## src/hdl/ipv6_address_expander_defines.svh

```systemverilog
// Assertion macros for the IPv6 address expander.
`ifndef IPV6_ADDRESS_EXPANDER_DEFINES_SVH
`define IPV6_ADDRESS_EXPANDER_DEFINES_SVH

`ifndef SYNTHESIS

// Check that cons holds in the same cycle as ante.
`define IAE_ASSERT_NOW(lbl, ante, cons, msg) \
	lbl: assert property (@(posedge clk) disable iff (!arst_n) (ante) |-> (cons)) \
		else $error(msg);

// Check that cons holds in the cycle after ante.
`define IAE_ASSERT_NEXT(lbl, ante, cons, msg) \
	lbl: assert property (@(posedge clk) disable iff (!arst_n) (ante) |=> (cons)) \
		else $error(msg);

`else

`define IAE_ASSERT_NOW(lbl, ante, cons, msg)
`define IAE_ASSERT_NEXT(lbl, ante, cons, msg)

`endif

`endif

```

## src/hdl/iae_pkg.sv

```systemverilog
// Shared types and constants of the IPv6 address expander.
package iae_pkg;

	localparam int GROUPS_DEF = 8;
	localparam int DIGITS_DEF = 4;
	localparam int GROUPS_MAX = 16;
	localparam int CNT_W      = $clog2(GROUPS_MAX + 1);

	localparam logic [7:0] CHAR_ZERO  = 8'h30;
	localparam logic [7:0] CHAR_COLON = 8'h3A;

	typedef struct packed {
		logic [7:0] in_char;
		logic       in_last;
	} abbr_word_t;

	typedef struct packed {
		logic [7:0] out_char;
		logic       out_last;
		logic       malformed;
	} full_word_t;

	// Handover from the collector to the emitter.
	typedef struct packed {
		logic             start;
		logic [CNT_W-1:0] gcnt;
		logic [CNT_W-1:0] pos;
		logic             err;
	} summary_t;

	typedef enum logic [1:0] {
		ST_IDLE,
		ST_FETCH,
		ST_EMIT
	} emit_state_t;

endpackage

```

## src/hdl/iae_ram.sv

```systemverilog
// Generic single-write, single-read RAM with registered read data.
module iae_ram #(
	parameter int WIDTH = 32,
	parameter int DEPTH = 8
) (
	input  logic                     clk,
	input  logic                     we,
	input  logic [$clog2(DEPTH)-1:0] waddr,
	input  logic [WIDTH-1:0]         wdata,
	input  logic                     re,
	input  logic [$clog2(DEPTH)-1:0] raddr,
	output logic [WIDTH-1:0]         rdata
);

	logic [WIDTH-1:0] mem [DEPTH];

	always_ff @(posedge clk) begin
		if (we) begin
			mem[waddr] <= wdata;
		end
		if (re) begin
			rdata <= mem[raddr];
		end
	end

endmodule

```

## src/hdl/iae_collect.sv

```systemverilog
// Character collector: builds groups, writes closed groups to the store.
module iae_collect import iae_pkg::*; #(
	parameter int GROUPS = GROUPS_DEF,
	parameter int DIGITS = DIGITS_DEF
) (
	input  logic                        clk,
	input  logic                        arst_n,
	input  logic                        abbr_valid,
	output logic                        abbr_stall,
	input  abbr_word_t                  abbr_data,
	input  logic                        done,
	output logic                        ram_we,
	output logic [$clog2(GROUPS)-1:0]   ram_waddr,
	output logic [8*DIGITS-1:0]         ram_wdata,
	output summary_t                    sum
);

	localparam int AW  = $clog2(GROUPS);
	localparam int GCW = $clog2(GROUPS + 1);
	localparam int DCW = $clog2(DIGITS + 1);
	localparam int GW  = 8 * DIGITS;
	localparam logic [GW-1:0] ZERO_GROUP = {DIGITS{CHAR_ZERO}};

	logic           busy_q, start_q;
	logic [GW-1:0]  cur_q;
	logic [DCW-1:0] dcnt_q;
	logic [GCW-1:0] gcnt_q, gpos_q;
	logic           gap_q, prev_q, err_q;

	logic             accept, is_colon, close_req, we;
	logic [GW+7:0]    shifted;
	logic [GW-1:0]    grp, n_cur;
	logic [DCW-1:0]   n_dcnt;
	logic [GCW-1:0]   n_gcnt, n_gpos, fin_pos;
	logic             n_gap, n_err, fin_err;

	assign accept   = abbr_valid && !busy_q;
	assign is_colon = (abbr_data.in_char == CHAR_COLON);
	assign shifted  = {cur_q, abbr_data.in_char};

	always_comb begin
		grp       = cur_q;
		n_dcnt    = dcnt_q;
		n_gcnt    = gcnt_q;
		n_gpos    = gpos_q;
		n_gap     = gap_q;
		n_err     = err_q;
		close_req = 1'b0;
		we        = 1'b0;
		if (is_colon) begin
			if (prev_q) begin
				// second colon in a row: first one marks the gap
				if (gap_q) begin
					n_err = 1'b1;
				end else begin
					n_gap  = 1'b1;
					n_gpos = gcnt_q;
				end
			end else begin
				close_req = 1'b1;
			end
		end else begin
			if (dcnt_q < DCW'(DIGITS)) begin
				grp    = shifted[GW-1:0];
				n_dcnt = dcnt_q + 1'b1;
			end else begin
				n_err = 1'b1;
			end
		end
		if (abbr_data.in_last) begin
			close_req = 1'b1;
		end
		n_cur = grp;
		if (close_req && (n_dcnt != '0)) begin
			if (gcnt_q < GCW'(GROUPS)) begin
				we     = 1'b1;
				n_gcnt = gcnt_q + 1'b1;
			end else begin
				n_err = 1'b1;
			end
			n_cur  = ZERO_GROUP;
			n_dcnt = '0;
		end
		fin_pos = n_gap ? n_gpos : n_gcnt;
		fin_err = n_err || (!n_gap && (n_gcnt != GCW'(GROUPS)));
	end

	assign ram_we    = accept && we;
	assign ram_waddr = gcnt_q[AW-1:0];
	assign ram_wdata = grp;

	assign abbr_stall = busy_q;
	assign sum.start  = start_q;
	assign sum.gcnt   = CNT_W'(gcnt_q);
	assign sum.pos    = CNT_W'(gpos_q);
	assign sum.err    = err_q;

	always_ff @(posedge clk or negedge arst_n) begin
		if (!arst_n) begin
			busy_q  <= 1'b0;
			start_q <= 1'b0;
			cur_q   <= ZERO_GROUP;
			dcnt_q  <= '0;
			gcnt_q  <= '0;
			gpos_q  <= '0;
			gap_q   <= 1'b0;
			prev_q  <= 1'b0;
			err_q   <= 1'b0;
		end else begin
			start_q <= 1'b0;
			if (done) begin
				busy_q <= 1'b0;
				gcnt_q <= '0;
				gpos_q <= '0;
				err_q  <= 1'b0;
			end else if (accept) begin
				if (abbr_data.in_last) begin
					// freeze the address summary for the emitter
					busy_q  <= 1'b1;
					start_q <= 1'b1;
					gcnt_q  <= n_gcnt;
					gpos_q  <= fin_pos;
					err_q   <= fin_err;
					cur_q   <= ZERO_GROUP;
					dcnt_q  <= '0;
					gap_q   <= 1'b0;
					prev_q  <= 1'b0;
				end else begin
					cur_q  <= n_cur;
					dcnt_q <= n_dcnt;
					gcnt_q <= n_gcnt;
					gpos_q <= n_gpos;
					gap_q  <= n_gap;
					err_q  <= n_err;
					prev_q <= is_colon;
				end
			end
		end
	end

endmodule

```

## src/hdl/iae_emit.sv

```systemverilog
// Emitter: reads groups back from the store and sends the full text.
module iae_emit import iae_pkg::*; #(
	parameter int GROUPS = GROUPS_DEF,
	parameter int DIGITS = DIGITS_DEF
) (
	input  logic                        clk,
	input  logic                        arst_n,
	input  summary_t                    sum,
	output logic                        done,
	output logic                        ram_re,
	output logic [$clog2(GROUPS)-1:0]   ram_raddr,
	input  logic [8*DIGITS-1:0]         ram_rdata,
	output logic                        full_valid,
	input  logic                        full_stall,
	output full_word_t                  full_data
);

	localparam int AW  = $clog2(GROUPS);
	localparam int DCW = $clog2(DIGITS + 1);
	localparam int SW  = $clog2(2 * GROUPS + 1);

	emit_state_t    state_q, state_nxt;
	logic [AW-1:0]  slot_q;
	logic [DCW-1:0] dig_q;
	logic           zero_q;
	logic           out_valid_q;
	full_word_t     out_q;

	logic [SW-1:0] slot_w, gcnt_w, pos_w, miss_w, end_w, shift_w;
	logic          below_gap, in_gap, adv, colon_pos, last_char, load;
	logic [7:0]    digit_char;
	full_word_t    new_word;

	// Slot mapping: below the gap read slot, inside it emit zeros,
	// above it read slot minus the number of missing groups.
	assign slot_w    = SW'(slot_q);
	assign gcnt_w    = SW'(sum.gcnt);
	assign pos_w     = SW'(sum.pos);
	assign miss_w    = SW'(GROUPS) - gcnt_w;
	assign end_w     = pos_w + miss_w;
	assign shift_w   = slot_w + gcnt_w - SW'(GROUPS);
	assign below_gap = (slot_w < pos_w);
	assign in_gap    = !below_gap && (slot_w < end_w);

	assign adv       = !out_valid_q || !full_stall;
	assign colon_pos = (dig_q == DCW'(DIGITS));
	assign last_char = (slot_q == AW'(GROUPS - 1)) && (dig_q == DCW'(DIGITS - 1));

	always_comb begin
		digit_char = CHAR_ZERO;
		for (int d = 0; d < DIGITS; d++) begin
			if (dig_q == DCW'(d)) begin
				digit_char = ram_rdata[8*(DIGITS-1-d) +: 8];
			end
		end
	end

	always_comb begin
		state_nxt = state_q;
		unique case (state_q)
			ST_IDLE: begin
				if (sum.start) begin
					state_nxt = ST_FETCH;
				end
			end
			ST_FETCH: begin
				state_nxt = ST_EMIT;
			end
			ST_EMIT: begin
				if (adv && colon_pos) begin
					state_nxt = ST_FETCH;
				end else if (adv && last_char) begin
					state_nxt = ST_IDLE;
				end
			end
			default: begin
				state_nxt = ST_IDLE;
			end
		endcase
	end

	always_comb begin
		ram_re    = (state_q == ST_FETCH);
		ram_raddr = below_gap ? slot_q : shift_w[AW-1:0];
		load      = (state_q == ST_EMIT) && adv;
		done      = load && last_char;
		new_word.out_char  = colon_pos ? CHAR_COLON : (zero_q ? CHAR_ZERO : digit_char);
		new_word.out_last  = last_char;
		new_word.malformed = sum.err;
	end

	always_ff @(posedge clk or negedge arst_n) begin
		if (!arst_n) begin
			state_q     <= ST_IDLE;
			slot_q      <= '0;
			dig_q       <= '0;
			zero_q      <= 1'b0;
			out_valid_q <= 1'b0;
		end else begin
			state_q <= state_nxt;
			unique case (state_q)
				ST_IDLE: begin
					slot_q <= '0;
					dig_q  <= '0;
				end
				ST_FETCH: begin
					zero_q <= in_gap;
					dig_q  <= '0;
				end
				ST_EMIT: begin
					if (adv) begin
						if (colon_pos) begin
							slot_q <= slot_q + 1'b1;
						end else begin
							dig_q <= dig_q + 1'b1;
						end
					end
				end
				default: begin
					dig_q <= '0;
				end
			endcase
			if (load) begin
				out_valid_q <= 1'b1;
			end else if (!full_stall) begin
				out_valid_q <= 1'b0;
			end
		end
	end

	always_ff @(posedge clk) begin
		if (load) begin
			out_q <= new_word;
		end
	end

	assign full_valid = out_valid_q;
	assign full_data  = out_q;

endmodule

```

## src/hdl/ipv6_address_expander.sv

```systemverilog
// IPv6 address expander top level: collector, group store and emitter.
// Load: one character word per cycle while abbr_stall is low; the last word triggers emission.
// Start: the last input word raises sum.start; the emitter fetches the first group in ST_FETCH
// and registers the first output word from ST_EMIT. Emission: one store read per group plus
// one cycle per character, paced further by full_stall.
// Reset: arst_n clears all control state; the group store needs no clearing.
`include "ipv6_address_expander_defines.svh"

module ipv6_address_expander import iae_pkg::*; #(
	parameter int GROUPS = GROUPS_DEF,
	parameter int DIGITS = DIGITS_DEF
) (
	input  logic       clk,
	input  logic       arst_n,
	input  logic       abbr_valid,
	output logic       abbr_stall,
	input  abbr_word_t abbr_data,
	output logic       full_valid,
	input  logic       full_stall,
	output full_word_t full_data
);

	localparam int AW = $clog2(GROUPS);
	localparam int GW = 8 * DIGITS;

	// Store port signals: the collector writes closed groups in order,
	// the emitter reads them back one per output group.
	logic          ram_we, ram_re;
	logic [AW-1:0] ram_waddr, ram_raddr;
	logic [GW-1:0] ram_wdata, ram_rdata;

	// Handover of the finished address and release after the last word.
	summary_t sum;
	logic     done;

	iae_collect #(
		.GROUPS (GROUPS),
		.DIGITS (DIGITS)
	) u_collect (
		.clk        (clk),
		.arst_n     (arst_n),
		.abbr_valid (abbr_valid),
		.abbr_stall (abbr_stall),
		.abbr_data  (abbr_data),
		.done       (done),
		.ram_we     (ram_we),
		.ram_waddr  (ram_waddr),
		.ram_wdata  (ram_wdata),
		.sum        (sum)
	);

	// Group store: one entry per group, DIGITS characters wide.
	iae_ram #(
		.WIDTH (GW),
		.DEPTH (GROUPS)
	) u_store (
		.clk   (clk),
		.we    (ram_we),
		.waddr (ram_waddr),
		.wdata (ram_wdata),
		.re    (ram_re),
		.raddr (ram_raddr),
		.rdata (ram_rdata)
	);

	iae_emit #(
		.GROUPS (GROUPS),
		.DIGITS (DIGITS)
	) u_emit (
		.clk        (clk),
		.arst_n     (arst_n),
		.sum        (sum),
		.done       (done),
		.ram_re     (ram_re),
		.ram_raddr  (ram_raddr),
		.ram_rdata  (ram_rdata),
		.full_valid (full_valid),
		.full_stall (full_stall),
		.full_data  (full_data)
	);

	// Hold off input after the final word until emission completes.
	`IAE_ASSERT_NEXT(a_busy_after_last, abbr_valid && !abbr_stall && abbr_data.in_last, abbr_stall, "input not held off after last word")
	// Release input only once the final output word is loaded.
	`IAE_ASSERT_NOW(a_release_on_last, $fell(abbr_stall), full_valid && full_data.out_last, "input released before last output word")
	// A pending middle word means emission is still running.
	`IAE_ASSERT_NOW(a_mid_word_busy, full_valid && !full_data.out_last, abbr_stall, "middle output word while input is open")
	// Store writes happen only while collecting.
	`IAE_ASSERT_NOW(a_write_when_idle, ram_we, !ram_re && (sum.start == 1'b0), "store write during emission")

endmodule
```

## config.mk

```make
export PLATFORM = sky130hd
export DESIGN_NAME = ipv6_address_expander
export DESIGN_NICKNAME = d
export VERILOG_FILES = /design/src/hdl/iae_pkg.sv /design/src/hdl/iae_ram.sv /design/src/hdl/iae_collect.sv /design/src/hdl/iae_emit.sv /design/src/hdl/ipv6_address_expander.sv
export VERILOG_INCLUDE_DIRS = /design/src /design/src/hdl
export SDC_FILE = /design/constraint.sdc
export NUM_CORES = 1
export LEC_CHECK = 0
export BUFFER_PORTS_ARGS = -buffer_cell sky130_fd_sc_hd__buf_4
export CAP_MARGIN = 10
export CORE_MARGIN = 10
export CORE_UTILIZATION = 35
export DETAILED_ROUTE_END_ITERATION = 7
export PLACE_DENSITY_LB_ADDON = 0.15
export SYNTH_ARGS = -nofsm -noshare
export SYNTH_HDL_FRONTEND = slang
export SYNTH_SLANG_ARGS = --single-unit
```

## constraint.sdc

```tcl
create_clock -name clk -period 4.35 [get_ports clk]
set_input_delay 0.6525 -clock clk [delete_from_list [all_inputs] [get_ports clk]]
set_output_delay 0.6525 -clock clk [all_outputs]
set_load 0.1 [all_outputs]
```

==> results of run 1 <==
[per-layer routing]
layer / global-route usage [%] / share of wire (%) / vias to the layer above
met1: 18.6 / 47 / 4120
met3: 2.48 / 4.5 / 48
li1: - / - / 3841
met2: 21.1 / 46 / 146
met5: 0 / 0 / -
met4: 4.02 / 2.1 / 0
[registers in the layout (all words and copies together), names as in the netlist, 2 cells and up]
signal	count
u_emit.dig_q	3
u_store.mem	256
u_emit.slot_q	3
u_collect.gcnt_q	4
u_store.rdata	32
u_collect.cur_q	32
u_collect.gpos_q	4
u_collect.dcnt_q	3
u_emit.state_q	2
u_emit.full_data	10
[layout by cell type, fill, tap and decap left out, drive strengths merged, types with 16 or more instances in the layout]
master and count:
o21ai 25, a32o 32, nor2 34, nand2 102
ha 21, edfxtp 298, clkbuf 65, buf 48
mux2 32, a21oi 22, a22o 24, nor3 16
inv 23, mux2i 98, a221oi 33, dfrtp 50
[layout make-up]
cell class | instances | area, um2 | area share [%]
Antenna cell | 1 | 2.50 | 0.0145
Clock buffer | 65 | 1200 | 6.91
Clock inverter | 9 | 97.6 | 0.564
Inverter | 21 | 78.8 | 0.455
Multi-Input combinational cell | 534 | 4400 | 25.4
Sequential cell | 356 | 10400 | 60.1
Tap cell | 585 | 732 | 4.23
Timing Repair Buffer | 48 | 398 | 2.30
[power by group]
group          leakage [nW]  internal [mW]  switching, mW
registers              3.46           4.16          0.217
clock network         0.634           1.95           1.34
logic                  2.46           1.17           2.03
[synthesized netlist by cell type (2+ instances only)]
| master | instances | share of area [%] |
|---|---|---|
| buf_4 | 8 | 0.40 |
| buf_2 | 27 | 0.89 |
| nor3b_1 | 3 | 0.15 |
| nand2_1 | 101 | 2.5 |
| o22ai_1 | 3 | 0.12 |
| a21oi_1 | 19 | 0.63 |
| nand2b_1 | 9 | 0.37 |
| xor2_1 | 3 | 0.17 |
| a32o_1 | 32 | 2.1 |
| o22a_1 | 8 | 0.46 |
| o21ai_0 | 23 | 0.76 |
| o211ai_2 | 2 | 0.17 |
| a221oi_2 | 31 | 3.1 |
| a31oi_1 | 3 | 0.12 |
| a22oi_1 | 10 | 0.50 |
| or3_1 | 3 | 0.12 |
| nor3_4 | 2 | 0.22 |
| nor3_2 | 4 | 0.26 |
| a211oi_1 | 2 | 0.099 |
| buf_6 | 8 | 0.60 |
| a21oi_4 | 2 | 0.22 |
| nand3_1 | 7 | 0.23 |
| nor2b_1 | 7 | 0.29 |
| o21a_1 | 3 | 0.15 |
| mux2i_1 | 98 | 6.5 |
| o211a_1 | 2 | 0.13 |
| a221oi_1 | 2 | 0.12 |
| o311ai_0 | 2 | 0.12 |
| o21ai_2 | 2 | 0.12 |
| dfstp_2 | 8 | 1.4 |
| nor2_1 | 33 | 0.82 |
| fa_1 | 2 | 0.26 |
| clkbuf_1 | 7 | 0.17 |
| edfxtp_1 | 298 | 59 |
| xnor2_1 | 4 | 0.23 |
| a32oi_1 | 3 | 0.17 |
| nor3_1 | 10 | 0.33 |
| mux2_2 | 32 | 2.4 |
| dfrtp_1 | 50 | 8.3 |
| a22o_1 | 24 | 1.4 |
| ha_1 | 21 | 1.7 |
| inv_1 | 20 | 0.50 |
[kinds of logic (layout without fill, tap and decap cells)]
logic type | after synthesis | in the layout | synth area share [%]
flops | 356 | 356 | 68.8
simple gates | 190 | 190 | 6.08
compound gates | 184 | 184 | 11.2
mux | 130 | 130 | 8.87
buf+inv | 72 | 143 | 2.61
fa+ha+maj | 23 | 23 | 2.00
xor+xnor | 7 | 7 | 0.405
other cells | 0 | 1 | 0
[worst min-delay path by stage]
stage	startpoint	end	slack [ns]	depth (start not counted)
2_1_floorplan	arst_n	u_collect.abbr_stall	0.36	0
3_3_place_gp	u_collect.err_q	u_emit.full_data[0]	0.46	0
3_5_place_dp	u_collect.cur_q[27]	u_collect.cur_q[27]	0.48	1
4_1_cts	arst_n	u_collect.cur_q[3]	0.27	1
5_1_grt	arst_n	u_collect.cur_q[15]	0.29	1
6_report	arst_n	u_collect.cur_q[6]	0.25	1
[through the flow]
stage          cells  setup TNS, ns  total power, mW  instance area, um2
6_report        1619              0             10.9               17300
2_1_floorplan    962         -21.92             6.81               15100
3_5_place_dp    1544              0             7.69               16000
5_1_grt         1618              0             11.5               17300
3_3_place_gp    1544              0             7.68               16000
4_1_cts         1618              0             11.0               17300
[critical path: stages, from the launching register on]
cell,delay (ns)
dfrtp_1,0.56
ha_1,0.34
a21oi_1,0.15
o31a_1,0.45
o21a_4,0.22
buf_12,0.44
mux2i_1,0.16
a32o_1,0.24
a221oi_2,0.25
==> reports/results.ini, run 1 <==
[clocking]
ctsResizeCount=0
cts_max_path_buffers=3
numCtsBuffers=40
cts_tree=yes
cts.clk_slew.worst_paths_ns=0.06
h-tree-depth=2
cts_setup_buffers=0
ctsHoldBuffers=0
cts_num_sinks=356
cts_root_buf=clkbuf_16
insertion_delay_ns=0.55

[setup_path]
regToRegSetupSlack_ns=1.26
worstPathMaxFanout=85
cp-endpoint=u_store.rdata[2]
crit-reg2reg-launch=u_emit.slot_q[2]
reg2reg_to=u_store.rdata[2]
critPathKind=flip-flop to flip-flop
cp_data_required_time_ns=4.69
cp-start-kind=flip-flop
worstPathArrival_ns=3.43
reg2reg_depth=8
startpoint=u_emit.slot_q[2]
end_kind=flip-flop

[yosys]
avgSynthCellArea_um2=15.7
ys_seq_elements=356
synthArstFlopShare_pct=16.3
synth_edf_count=298
synthFlopType=edfxtp_1
yosysSeqAreaShare_pct=68.8
yosys_warnings=0
syn_nets=998
syn_inst=962
netlist_area_um2=15100
ys_types=66

[sta]
fin_skew_ns=0.0176
setup_slack_ns=1.26
holdWs_ns=0.247
period_needed_ns=3.09
max_freq_mhz=324
grt_setup_unrepaired=no
fin_crit_sh_pct=71.1
hold_violations=0
max_slew.worst_pin.slew_ns=0.930
drv_slew=0
setup_violations=0
max_slew_margin_pct=38.0

[routing]
drt_iter0_drc=593
via_per_inst=5.04
dr.pass1.iters=6
ant_nets=0
post_drt_wl_per_cell_um=21.6
drc=0
routed_wl_mm=35.0
num_vias=8155

[layout]
area_growth_pct=14.4
fillers=3961
final_util_pct=40.4
nets=1037
drive_gt1_share_pct=20.0

[min_path]
hold_path_class=primary input to async pin

[grt]
track_usage_pct=13.4
grt_pass1_vias=8342
grt_max_degree=86
grt_pass1_wl_mm=53.8
antenna_found_initial=1
overflow=0

[floorplan]
rows=76
die_w_um=228
ios=25
initial_core_util_pct=35.3
die_area_um2=51900
core_area_um2=42900
die_h_um=228

[power_and_ir_drop]
power_density_nw_per_um2=628
ir_worst_vdd_mv=0.373
p_leak_nw=6.55

[place]
port_buffers=24
dp_hpwl_mm=20.0
dp_worst_setup_slack_ns=1.01
place_congestion=0.769

[outcome]
status=completed

[job]
max-cap-violations=0

Power figures use the tool's default switching activity.
==> inputs of run 2 (changes only) <==
==> constraint.sdc (replaced) <==
create_clock -name clk -period 2.6 [get_ports clk]
set_input_delay 0.39 -clock clk [delete_from_list [all_inputs] [get_ports clk]]
set_output_delay 0.39 -clock clk [all_outputs]
set_load 0.1 [all_outputs]
==> run 2 against run 1 <==
Clock skew barely moved. Register-to-register slack worse by 1.3 ns. Maximum frequency up 19%. Cell count increased by 4.1%. Sequential share of layout area fell by 3.1 points. First-iteration DRC count increased by 17%. Via count grew 5.0%. Die area unchanged. Worst hold slack worse by 0.17 ns. Largest power group unchanged.
==> reports/results.ini, run 2 (synthesized netlist as in run 1, its figures left out) <==
[clocking]
numCtsBuffers=39  ; -2.5%
insertion_delay_ns=0.55  ; about the same
cts_root_buf=clkbuf_16
cts_tree=yes
cts_max_path_buffers=3  ; unchanged
cts_num_sinks=356  ; unchanged
cts.clk_slew.worst_paths_ns=0.06  ; about the same
h-tree-depth=2  ; unchanged

[setup_path]
worstPathMaxFanout=8  ; -91%
cp-start-kind=flip-flop
worstPathArrival_ns=2.88  ; -0.55 ns
critPathKind=flip-flop to flip-flop
end_kind=flip-flop
cp_data_required_time_ns=2.89  ; -1.80 ns

[power_and_ir_drop]
power_density_nw_per_um2=1030  ; +64%
intPower_mw=12.6  ; +72%
p_leak_nw=7.01  ; +7.0%
power.total_mw=18.8  ; +73%
pwr-share-clk_pct=27.6  ; -2.7 points
ir_worst_vdd_mv=0.656  ; +76%
pwr-share-comb_pct=34.1  ; +4.7 points
seq_power_share_pct=38.3  ; -2.0 points
p_sw_share_pct=33.3  ; +0.33 points
p_switching_mw=6.27  ; +75%

[layout]
fillers=3857  ; -2.6%
top_regs=u_store.mem (256), u_collect.cur_q (32), u_store.rdata (32)
final_util_pct=42.6  ; +2.2 points
area_growth_pct=20.7
layoutNonFillerInstCount=1685  ; +4.1%
largest_reg_flops=256  ; unchanged
nets=1105  ; +6.6%
final_common_cell=edfxtp_1
final_cell_mix=edfxtp_1, nand2_1, mux2i_1
antenna_cells=0  ; -1
drive_gt1_share_pct=27.2  ; +7.1 points
regMostFlops=u_store.mem

[routing]
ant_nets=0  ; unchanged
routed_wl_mm=37.4  ; +6.7%
dr.pass1.iters=7  ; +1
drc=0  ; unchanged
via_per_inst=5.08  ; +0.88%
post_drt_wl_per_cell_um=22.2  ; +2.5%
num_vias=8562  ; +5.0%
drt_iter0_drc=692  ; +17%

[sta]
setup_violations=0  ; unchanged
fin_skew_ns=0.0176  ; +0.0000396 ns
fin_crit_sh_pct=99.8  ; +29 points
hold_violations=0  ; unchanged
drv_slew=0  ; unchanged
grt_setup_unrepaired=yes
holdWs_ns=0.0741  ; -0.173 ns
period_needed_ns=2.59  ; -0.496 ns
max_freq_mhz=385  ; +19%
max_slew.worst_pin.slew_ns=0.822  ; -0.108 ns
max_slew_margin_pct=45.2  ; +7.2 points

[floorplan]
ios=25  ; unchanged
rows=76  ; unchanged
initial_core_util_pct=35.3  ; unchanged
die_w_um=228  ; unchanged
die_h_um=228  ; unchanged
die_area_um2=51900  ; unchanged
core_area_um2=42900  ; unchanged

[grt]
grt_max_degree=56  ; -35%
grt_pass1_wl_mm=55.8  ; +3.8%
track_usage_pct=14.0  ; +0.51 points
grt_pass1_vias=8640  ; +3.6%
antenna_found_initial=1  ; unchanged
overflow=0  ; unchanged

[min_path]
hold_path_class=primary input to flip-flop

[place]
place_congestion=0.760  ; -1.1%
placed_cells=1596  ; +3.4%
port_buffers=24  ; unchanged
dp_hpwl_mm=22.6  ; +13%

[outcome]
status=completed

[job]
max-cap-violations=0  ; unchanged

run 2: cell count changes in the layout (fill, tap and decap cells not counted), moves of 3 or more:
cell        delta
clkbuf_8       -5
buf_12        +24
ha_1           -3
clkinv_1       +5
nor3_4         +8
buf_4         +37
clkinv_2       +3
clkinvlp_4     +3
a32o_1        -14
nor3_2         -8
clkbuf_1       -7
a32o_2        +14
run 2: worst max-delay path: stages (launching register included):
cell and delay (ns):
dfrtp_1 0.39, ha_2 0.20, fa_2 0.37, xor2_2 0.14
nand2_2 0.11, or3_4 0.44, a21oi_4 0.18, buf_12 0.15
buf_12 0.14, a32o_1 0.17, a221oi_2 0.04
run 2: cell type report:
cell class / count / area, um2 / area share, %
timing repair buffer: 117 / 1300 / 7.11
inverter: 21 / 78.8 / 0.432
sequential: 356 / 10400 / 57.0
clock inverter: 20 / 118 / 0.644
multi-input combinational: 534 / 4540 / 24.9
tap: 585 / 732 / 4.01
clock buffer: 52 / 1080 / 5.89
run 2: final timing paths:
| kind | startpoint | to | slack [ns] | cells past startpoint |
|---|---|---|---|---|
| setup / recovery | u_emit.slot_q[0] | u_store.rdata[30] | 0.005 | 10 |
| hold / removal | abbr_data[8] | u_collect.cur_q[7] | 0.07 | 2 |
| setup reg to reg | u_emit.slot_q[0] | u_store.rdata[30] | 0.005 | 10 |
| hold reg to reg | u_collect.cur_q[26] | u_collect.cur_q[26] | 0.50 | 1 |
| max in group asynchronous | arst_n | u_collect.cur_q[28] | 1.46 | 3 |
| min in group asynchronous | arst_n | u_collect.cur_q[6] | 0.46 | 2 |
run 2: power by group through the flow:
| stage | combinational [mW] | clock (mW) | sequential (mW) |
|---|---|---|---|
| finish | 6.42 | 5.19 | 7.21 |
| global route | 6.98 | 5.57 | 7.26 |
| CTS | 6.16 | 5.35 | 7.21 |
| detailed placement | 6.13 | 0 | 7.32 |
| global placement | 6.08 | 0 | 7.31 |
| floorplan | 3.65 | 0 | 7.79 |
run 2: stage by stage:
stage,setup TNS (ns),cell area [um2],worst slack [ns]
finish,0,18300,0.00508
global route,-1.28,18300,-0.0644
floorplan,-42.28,15200,-0.224
CTS,0,17900,0.00520
detailed placement,-0.0111,16700,-0.00565
global placement,0,16700,0.0145
run 2: what timing repair did:
item | CTS | global route
hold endpoints to repair | 50 | 0
setup buffers | 0 | 13
hold buffers | 1 | 0
pin swaps | 1 | 30
resized for setup | 2 | 29
cloned | 0 | 3
setup endpoints to repair | 11 | 45
run 2: metal layers:
layer	global-route usage [%]	vias to the layer above	part of all wire (%)
met3	2.79	59	4.7
met1	19.1	4330	46
met5	0	-	0
met2	21.9	186	46
li1	-	3987	-
met4	4.31	0	2.6
